File: src/sv/dfa_pkg.sv
// Package for the DFA word recognizer: table geometry, command and
// operation codes, item and status structs.
// No dependencies.
package dfa_pkg;

	localparam int NUM_STATES  = 16;
	localparam int SYMBOL_BITS = 8;
	localparam int STATE_W     = $clog2(NUM_STATES);
	localparam int TBL_DEPTH   = NUM_STATES << SYMBOL_BITS;
	localparam int TBL_AW      = $clog2(TBL_DEPTH);
	localparam int MASK_W      = 16;

	localparam logic REG_START = 1'b0;
	localparam logic REG_MASK  = 1'b1;

	typedef enum logic [1:0] {
		CMD_WRITE = 2'd0,
		CMD_FEED  = 2'd1,
		CMD_END   = 2'd2
	} cmd_t;

	typedef enum logic [1:0] {
		OP_WRITE,
		OP_FEED,
		OP_END
	} op_t;

	typedef struct packed {
		op_t                    op;
		logic [STATE_W-1:0]     from_state;
		logic [STATE_W-1:0]     to_state;
		logic [SYMBOL_BITS-1:0] symbol;
	} item_t;

	typedef struct packed {
		logic  valid;
		item_t item;
	} head_t;

	typedef struct packed {
		logic               valid;
		logic [STATE_W-1:0] dest;
	} entry_t;

	typedef struct packed {
		logic               valid;
		logic [STATE_W-1:0] state;
	} restart_t;

	typedef struct packed {
		logic               clearing;
		logic [STATE_W-1:0] cur_state;
	} back_status_t;

endpackage

File: src/sv/dfa_front.sv
// Front end: accepts items, classifies commands, drops unused ones and
// holds them in a four-entry queue for the back end. Uses dfa_pkg.
module dfa_front (
	input  logic                            clk,
	input  logic                            arst_n,
	input  logic                            push,
	input  logic [1:0]                      cmd,
	input  logic [dfa_pkg::STATE_W-1:0]     from_state,
	input  logic [dfa_pkg::STATE_W-1:0]     to_state,
	input  logic [dfa_pkg::SYMBOL_BITS-1:0] symbol,
	output logic                            full,
	input  logic                            hold,
	input  logic                            take,
	output dfa_pkg::head_t                  head
);
	import dfa_pkg::*;

	localparam int QD = 4;
	localparam int QAW = $clog2(QD);

	item_t          q_q [QD];
	logic [QAW-1:0] wp_q;
	logic [QAW-1:0] rp_q;
	logic [QAW:0]   cnt_q;
	logic           accept;
	logic           enq;
	logic           deq;
	item_t          cls;

	assign full   = (cnt_q == (QAW+1)'(QD)) || hold;
	assign accept = push && !full;

	always_comb begin
		cls.from_state = from_state;
		cls.to_state   = to_state;
		cls.symbol     = symbol;
		cls.op         = OP_WRITE;
		enq            = 1'b0;
		case (cmd)
			CMD_WRITE: begin
				cls.op = OP_WRITE;
				enq    = accept;
			end
			CMD_FEED: begin
				cls.op = OP_FEED;
				enq    = accept;
			end
			CMD_END: begin
				cls.op = OP_END;
				enq    = accept;
			end
			default: begin
				enq = 1'b0;
			end
		endcase
	end

	assign head.valid = (cnt_q != '0);
	assign head.item  = q_q[rp_q];
	assign deq        = take && head.valid;

	always_ff @(posedge clk) begin
		if (enq) begin
			q_q[wp_q] <= cls;
		end
	end

	always_ff @(posedge clk or negedge arst_n) begin
		if (!arst_n) begin
			wp_q  <= '0;
			rp_q  <= '0;
			cnt_q <= '0;
		end else begin
			if (enq) begin
				wp_q <= wp_q + QAW'(1);
			end
			if (deq) begin
				rp_q <= rp_q + QAW'(1);
			end
			case ({enq, deq})
				2'b10:   cnt_q <= cnt_q + (QAW+1)'(1);
				2'b01:   cnt_q <= cnt_q - (QAW+1)'(1);
				default: cnt_q <= cnt_q;
			endcase
		end
	end

endmodule

File: config.mk
export PLATFORM = sky130hd
export DESIGN_NAME = dfa_front
export DESIGN_NICKNAME = d
export VERILOG_FILES = /design/src/sv/dfa_pkg.sv /design/src/sv/dfa_front.sv
export SDC_FILE = /design/constraint.sdc
export NUM_CORES = 1
export LEC_CHECK = 0
export ABC_AREA = 1
export BUFFER_PORTS_ARGS = -buffer_cell sky130_fd_sc_hd__buf_2
export CAP_MARGIN = 25
export CORE_MARGIN = 2
export CORE_UTILIZATION = 35
export DETAILED_ROUTE_END_ITERATION = 8
export PLACE_DENSITY = 0.54
export REMOVE_ABC_BUFFERS = 1
export SETUP_SLACK_MARGIN = 0.15
export SYNTH_ARGS = -nofsm -noshare
export SYNTH_HDL_FRONTEND = slang
export SYNTH_SLANG_ARGS = --single-unit
export TNS_END_PERCENT = 30
File: constraint.sdc
create_clock -name clk -period 4.9 [get_ports clk]
set_clock_uncertainty 0.05 [all_clocks]
set_input_delay 0.98 -clock clk [delete_from_list [all_inputs] [get_ports clk]]
set_output_delay 0.98 -clock clk [all_outputs]
set_load 0.02 [all_outputs]
==> Yosys cells after proc, flatten, opt, wreduce, memory -nomap -nowiden <==
Memory sizes are Yosys's and may differ from the RTL's.
Cells that the tools add are included.
{ "word_totals": {"reg_bits": 7, "latch_bits": 0, "ramBits": 72, "romBits": 0, "inputBits": 23, "out_inout_bits": 20, "wordCells": 26, "n_memories": 1} }
{ "classes": {"n_addsub": 4, "mul": 0, "n_div": 0, "magnitude_cmp": 0, "n_eq_ne": 5, "shifts": 0, "n_mux": 5, "n_bitwise": 0, "reduce_logical": 8} }
{ "memory_table": {"columns": ["memory", "depth", "word_bits", "read_ports", "rd_ports_with_merged_regs", "write_ports", "line", "text"], "rows": [
  ["q_q", 4, 18, 1, 0, 1, "dfa_front.sv:21", "item_t q_q [QD];"]
]} }
{ "ops": {"columns": ["op", "count"], "rows": [
  ["one-hot mux 3 bit (2 select lines)", 1],
  ["adder 2 x 1 -> 2 bit, second input constant", 2],
  ["equality test 2 x 1 -> 1 bit, second input constant", 2],
  ["equality test 2 bit, second input constant", 2],
  ["one-hot mux 2 bit (2 select lines)", 1],
  ["adder 3 x 1 -> 3 bit, second input constant", 1],
  ["equality test 3 bit, second input constant", 1],
  ["2-to-1 mux 1 bit", 3],
  ["nonzero test 3 bit", 1],
  ["OR reduction 3 bit", 1],
  ["subtractor 3 x 1 -> 3 bit, second input constant", 1],
  ["logical AND 1 bit", 2],
  ["logical NOT 2 bit", 1],
  ["nonzero test 2 bit", 1],
  ["logical NOT 1 bit", 1],
  ["logical OR 1 bit", 1]
]} }

==> Logic depth before layout (Yosys ltp) <==
Gate-level depths: netlist of run 1.
{ "depth": {"depth_word": 7, "mapped_depth": 11, "mapped_depth_nobuf": 11} }

==> Worst setup path before layout of run 1 <==
OpenSTA, ideal clock, no wires.
{ "synth_path": {"kind": "input-to-reg", "startpoint": "input port push", "endpoint": "memory q_q[0][0] (netlist name), enable pin", "setup_ns": 0.393, "t_arrival_ns": 2.096, "required_ns": 4.457, "path_slack_ns": 2.362, "cell_stages": 4, "n_path_buf": 0, "cell_sequence": "inv_1 a21oi_2 nand3_2 nor2_1"} }
{ "synth_via": {"elab_chain_cells": 4} }
{ "synth_lines": {"columns": ["item", "line", "text"], "rows": [
  ["start, declared", "dfa_front.sv:6", "input logic push,"],
  ["logical AND 1 bit", "dfa_front.sv:31", "assign accept = push && !full;"],
  ["2-to-1 mux 1 bit", "dfa_front.sv:39", "case (cmd)"],
  ["2-to-1 mux 1 bit", "dfa_front.sv:63", "if (enq) begin"],
  ["2-to-1 mux 1 bit (implied by the code)", "dfa_front.sv:64", "q_q[wp_q] <= cls;"],
  ["end, declared", "dfa_front.sv:21", null]
]} }
Every way passes these cells.

==> metrics.cfg, run 1 <==
[run_status]
status=completed

[hold_path]
hold_class=primary input to async pin

[finish]
final_common_cell=edfxtp_1
drive_gt1_frac=0.321
syn_to_final_growth_pct=17.1
nFillCells=845
fin_nets=312
finalNonFillerCells=398
antennaDiodeCount=0
layout_common_cells=72 x edfxtp_1, 42 x buf_2, 30 x nor2_1

[power]
switching_power_mw=0.817
peakVddDrop_mv=0.242
p_int_mw=1.37
switching_share=0.374
leakagePower_nw=1.40
combPwrFrac=0.362
powerDensity_nw_per_um2=571
p_seq_frac=0.408
p_clk_frac=0.230

[clocking]
post_cts_buffers=0
cts-buffers-inserted=9
clkLatencyLatePin_ns=0.34
cts_tree=done
cts.path.max_buffers=2
clockRootBuffer=clkbuf_8
hold_buffers=0
post_cts_resize_count=0
cts.sinks=79
clk_pin_slew_ns=0.07
htree_num_levels=3

[synthesis]
synthDistinctLibCells=27
yosysSeqAreaShare=0.715
syn_area_sq_um=3270
yosys.area_share.simple=0.0835
synth_cells=235
synth_top_family_by_area=compound AO/OA/AOI/OAI gates
synth-seq-cells=79
muxShareOfSynthArea=0
avgSynthCellArea_sq_um=13.9
synth_warnings=0
synthAdderAreaFrac=0.0253
synth_compound_area_frac=0.117
synth_xor_area_frac=0.00804

[grt]
first_global_vias=1857
grt_pass1_wl_microns=9170
grt_max_degree=38
grt.total_usage=0.124
antenna_found_initial=0
gr-total-overflow=0

[setup_path]
start_kind=register
slowest_delay_ns=0.74
arrival_ns=2.11
path_cells=buf_4, inv_8, o21ai_0, o22ai_2, buf_2
path_delay_family=flip-flops
end_kind=output pin
path_class=register to output pin
path_buf_inv=3
crit_fanout=37
cpMaxStageDelayCell=dfrtp_1
required_ns=3.87

[floorplanning]
core.rowCount=35
initial_utilization=0.357
die_area_sq_um=10100
die_y_microns=101
io_pins=43
core_area_sq_um=9150
die_width_microns=101

[placed_design]
hpwl_microns=3600
place_inst=380
io_buffers=42
globalplace.congestion=0.675

[timing]
hold_viol=0
fin_crit_sh=0.640
tns_ns=0
drv_slew=0
worst_pin_slew_ns=0.740
slew_headroom=0.507
max_freq_ghz=0.319
finalCriticalPeriod_ns=3.14
rsz0062_at_grt=false
final-setup-viol-count=0

[drt]
ant_nets=0
first_pass_iters=4
drc=0
wl_microns=5820
drtIter0Drc=104
wl_per_cell_microns=14.6
vias=1894
via_per_inst=4.76

[run]
drv_cap=0

cell usage after synthesis, drive strengths merged:
cell type  number  area share
xnor2           2      0.0054
edfxtp         72        0.66
nor2           43       0.056
inv            18       0.023
nand2          13       0.015
fa              1      0.0061
o21ai          38       0.063
nand3           2      0.0046
o22ai          18       0.052
dfrtp           7       0.054
clkbuf          1      0.0015
ha              5       0.019
buf             9       0.026
nand4           3      0.0057
xor2            1      0.0027
or2             1      0.0019
a21oi           1      0.0027
final timing paths:
check | from | end | slack [ns] | depth (start not counted)
worst max register to register | cnt_q[0] | cnt_q[2] | 2.75 | 9
min in group clk | cnt_q[2] | cnt_q[2] | 0.45 | 2
worst min-delay path | arst_n | wp_q[1] | 0.41 | 1
worst min register to register | cnt_q[2] | cnt_q[2] | 0.45 | 2
worst max-delay path | rp_q[0] | head[14] | 1.76 | 5
max in group asynchronous | arst_n | rp_q[1] | 4.23 | 1
worst register-to-register path, cell delays in order, from the launching register on:
cell,delay (ns)
dfrtp_1,0.41
nor2_1,0.18
nand2_1,0.14
nand3_2,0.20
ha_1,0.18
inv_1,0.07
fa_1,0.37
or2_2,0.31
nand4_1,0.08
nand2_1,0.06
registers in the layout, indices dropped and copies added (netlist names):
name   flops
cnt_q      3
rp_q       2
wp_q       2
q_q       72
cell families (layout without fill, tap and decap cells):
family / count (synthesis) / count (layout)
buffers and inverters: 28 / 80
flip-flops: 79 / 79
AND/OR/NAND/NOR: 62 / 62
adder cells (fa/ha/maj): 6 / 6
XOR/XNOR: 3 / 3
AO/OA/AOI/OAI: 57 / 57
metal layers:
metal	track usage	wire length (microns)	up-vias
li1	-	-	940
met1	0.155	2730	911
met2	0.199	2800	36
met3	0.0485	222	7
met4	0.0348	63	0
met5	0	0	-
power by group through the flow:
stage,logic [mW],clock network (mW),registers [mW]
2_1_floorplan,0.535,0,0.898
3_3_place_gp,0.779,0,0.906
3_5_place_dp,0.791,0,0.908
4_1_cts,0.793,0.515,0.894
5_1_grt,0.880,0.544,0.903
6_report,0.791,0.502,0.891
layout make-up:
| class | instances | area, sq um | area share |
|---|---|---|---|
| Clock buffer | 9 | 124 | 0.0324 |
| Clock inverter | 6 | 86.3 | 0.0226 |
| Inverter | 18 | 75.1 | 0.0196 |
| Multi-Input combinational cell | 128 | 774 | 0.202 |
| Sequential cell | 79 | 2340 | 0.611 |
| Tap cell | 111 | 139 | 0.0363 |
| Timing Repair Buffer | 47 | 290 | 0.0759 |
stage by stage:
| step | power, mW | util | setup slack (ns) | hold WS [ns] | instance area, sq um |
|---|---|---|---|---|---|
| final | 2.18 | 0.418 | 1.76 | 0.410 | 3830 |
| after global routing | 2.33 | 0.418 | 1.59 | 0.402 | 3830 |
| after CTS | 2.20 | 0.412 | 1.74 | 0.394 | 3770 |
| after detailed placement | 1.70 | 0.389 | 2.06 | 0.442 | 3560 |
| after global placement | 1.69 | 0.387 | 2.07 | 0.432 | 3540 |
| after floorplan | 1.43 | - | 2.36 | 0.413 | 3180 |
(Power assumes the default switching activity.)
==> inputs of run 2 (changes only) <==
==> constraint.sdc (replaced) <==
create_clock -name clk -period 2.9 [get_ports clk]
set_clock_uncertainty 0.05 [all_clocks]
set_input_delay 0.58 -clock clk [delete_from_list [all_inputs] [get_ports clk]]
set_output_delay 0.58 -clock clk [all_outputs]
set_load 0.02 [all_outputs]
==> run 2 against run 1 <==
- flip-flop and latch count stayed put
- final cell count is 0.75% higher
- non-clock buffer count is 2 higher
- hold slack worse by 0.40 ns
- register-to-register slack worse by 2.0 ns
- via count is 0.42% higher
- clock-buffer cell count stayed put
- critical path type unchanged
==> metrics.cfg, run 2 (synthesized netlist as in run 1, its figures left out) <==
[timing]
max_freq_ghz=0.408
fin_crit_sh=0.846
worst_pin_slew_ns=0.618  ; was 0.740 ns
finalCriticalPeriod_ns=2.45
rsz0062_at_grt=false  ; unchanged
tns_ns=0  ; unchanged
hold_viol=0  ; unchanged
drv_slew=0  ; unchanged
slew_headroom=0.588  ; was 0.507
final-setup-viol-count=0  ; unchanged

[finish]
nFillCells=852  ; was 845
regMostFlops=q_q  ; unchanged
reg_top3=q_q x72, cnt_q x3  ; unchanged
syn_to_final_growth_pct=16.0  ; was 17.1%
fin_area_sq_um=3790  ; was 3830 sq um
antennaDiodeCount=0  ; unchanged
final_common_cell=edfxtp_1  ; unchanged
largest_reg_flops=72  ; unchanged
fin_nets=314  ; was 312
drive_gt1_frac=0.331  ; was 0.321
fin_util=0.414  ; was 0.418
finalNonFillerCells=401  ; was 398
layout_common_cells=72 x edfxtp_1, 42 x buf_2, 30 x nor2_1  ; unchanged

[setup_path]
path_cells=inv_8, o21ai_0, o22ai_2, buf_2  ; was buf_4, inv_8, o21ai_0, o22ai_2, buf_2
cpMaxStageDelayCell=dfrtp_1  ; unchanged
start_kind=register  ; unchanged
path_buf_inv=2  ; was 3
arrival_ns=1.82  ; was 2.11 ns
path_class=register to output pin  ; unchanged
crit_fanout=37  ; unchanged
slowest_delay_ns=0.75  ; was 0.74 ns
required_ns=2.27  ; was 3.87 ns
end_kind=output pin  ; unchanged
path_delay_family=flip-flops  ; unchanged

[clocking]
cts.path.max_buffers=2  ; unchanged
clkLatencyLatePin_ns=0.34  ; about the same
post_cts_resize_count=0  ; unchanged
clockRootBuffer=clkbuf_8  ; unchanged
post_cts_buffers=0  ; unchanged
cts_tree=done  ; unchanged
htree_num_levels=3  ; unchanged
cts-buffers-inserted=9  ; unchanged
clk_pin_slew_ns=0.08  ; was 0.07 ns
cts.sinks=79  ; unchanged
hold_buffers=0  ; unchanged

[grt]
gr-total-overflow=0  ; unchanged
grt.total_usage=0.125  ; was 0.124
grt_pass1_wl_microns=9270  ; was 9170 microns
first_global_vias=1830  ; was 1,857
antenna_found_initial=0  ; unchanged
grt_max_degree=38  ; unchanged

[power]
leakagePower_nw=1.39  ; was 1.40 nW
peakVddDrop_mv=0.392  ; was 0.242 mV
powerDensity_nw_per_um2=948  ; was 571 nW/um^2
power.total_mw=3.59  ; was 2.18 mW

[placed_design]
globalplace.congestion=0.691  ; was 0.675
place_inst=385  ; was 380
hpwl_microns=3740  ; was 3600 microns
io_buffers=42  ; unchanged
placed_area_sq_um=3610  ; was 3560 sq um

[floorplanning]
die_y_microns=101  ; unchanged
die_width_microns=101  ; unchanged
core_area_sq_um=9150  ; unchanged
core.rowCount=35  ; unchanged
die_area_sq_um=10100  ; unchanged
initial_utilization=0.357  ; unchanged
io_pins=43  ; unchanged

[drt]
ant_nets=0  ; unchanged
first_pass_iters=4  ; unchanged
wl_microns=5970  ; was 5820 microns
via_per_inst=4.74  ; was 4.76
drtIter0Drc=121  ; was 104
wl_per_cell_microns=14.9  ; was 14.6 microns
drc=0  ; unchanged
vias=1902  ; was 1,894

[run]
drv_cap=0  ; unchanged

[run_status]
status=completed  ; unchanged

[hold_path]
hold_class=primary input to async pin  ; unchanged

[run 2: cell types whose count changed in the layout (fill, tap and decap cells not counted)]
cell	previous run	this run
buf_4	1	5
buf_8	3	0
inv_6	0	3
buf_12	0	2
bufinv_16	2	0
buf_16	1	0
clkinv_1	1	0
clkinv_2	0	1
[run 2: worst paths after layout]
| kind | from | slack, ns | depth (start not counted) | to |
|---|---|---|---|---|
| max in group asynchronous | arst_n | 2.62 | 1 | cnt_q[0] |
| min in group clk | from_state[3] | 0.39 | 1 | q_q[1][15] |
| min | arst_n | 0.01 | 1 | wp_q[1] |
| max | rp_q[0] | 0.45 | 4 | head[14] |
| max reg2reg | cnt_q[0] | 0.78 | 9 | cnt_q[2] |
| min reg2reg | cnt_q[2] | 0.45 | 2 | cnt_q[2] |
[run 2: layout make-up]
class                           instances  area [sq um]  area share
Inverter                               18          75.1      0.0198
Multi-Input combinational cell        128           774       0.204
Timing Repair Buffer                   49           288      0.0759
Clock inverter                          7          53.8      0.0142
Sequential cell                        79          2340       0.617
Clock buffer                            9           124      0.0327
Tap cell                              111           139      0.0366
[run 2: metrics by stage]
stage               hold slack (ns)  setup slack [ns]
floorplan                     0.234             0.762
global placement              0.382             0.743
detailed placement            0.383             0.712
CTS                         0.00205             0.384
global route                 0.0147             0.251
finish                       0.0123             0.446
[run 2: per-layer routing]
| layer | track usage | part of all wire | vias to the layer above |
|---|---|---|---|
| met1 | 0.156 | 0.45 | 912 |
| met4 | 0.0601 | 0.016 | 0 |
| li1 | - | - | 943 |
| met2 | 0.208 | 0.49 | 37 |
| met3 | 0.0236 | 0.037 | 10 |
| met5 | 0 | 0 | - |
[run 2: report_power, final]
part           total (mW)  switching (mW)  internal [mW]  leakage [nW]
Clock               0.733           0.416          0.318        0.0827
Combinational        1.38           0.901          0.479         0.571
Sequential           1.48           0.105           1.37         0.738
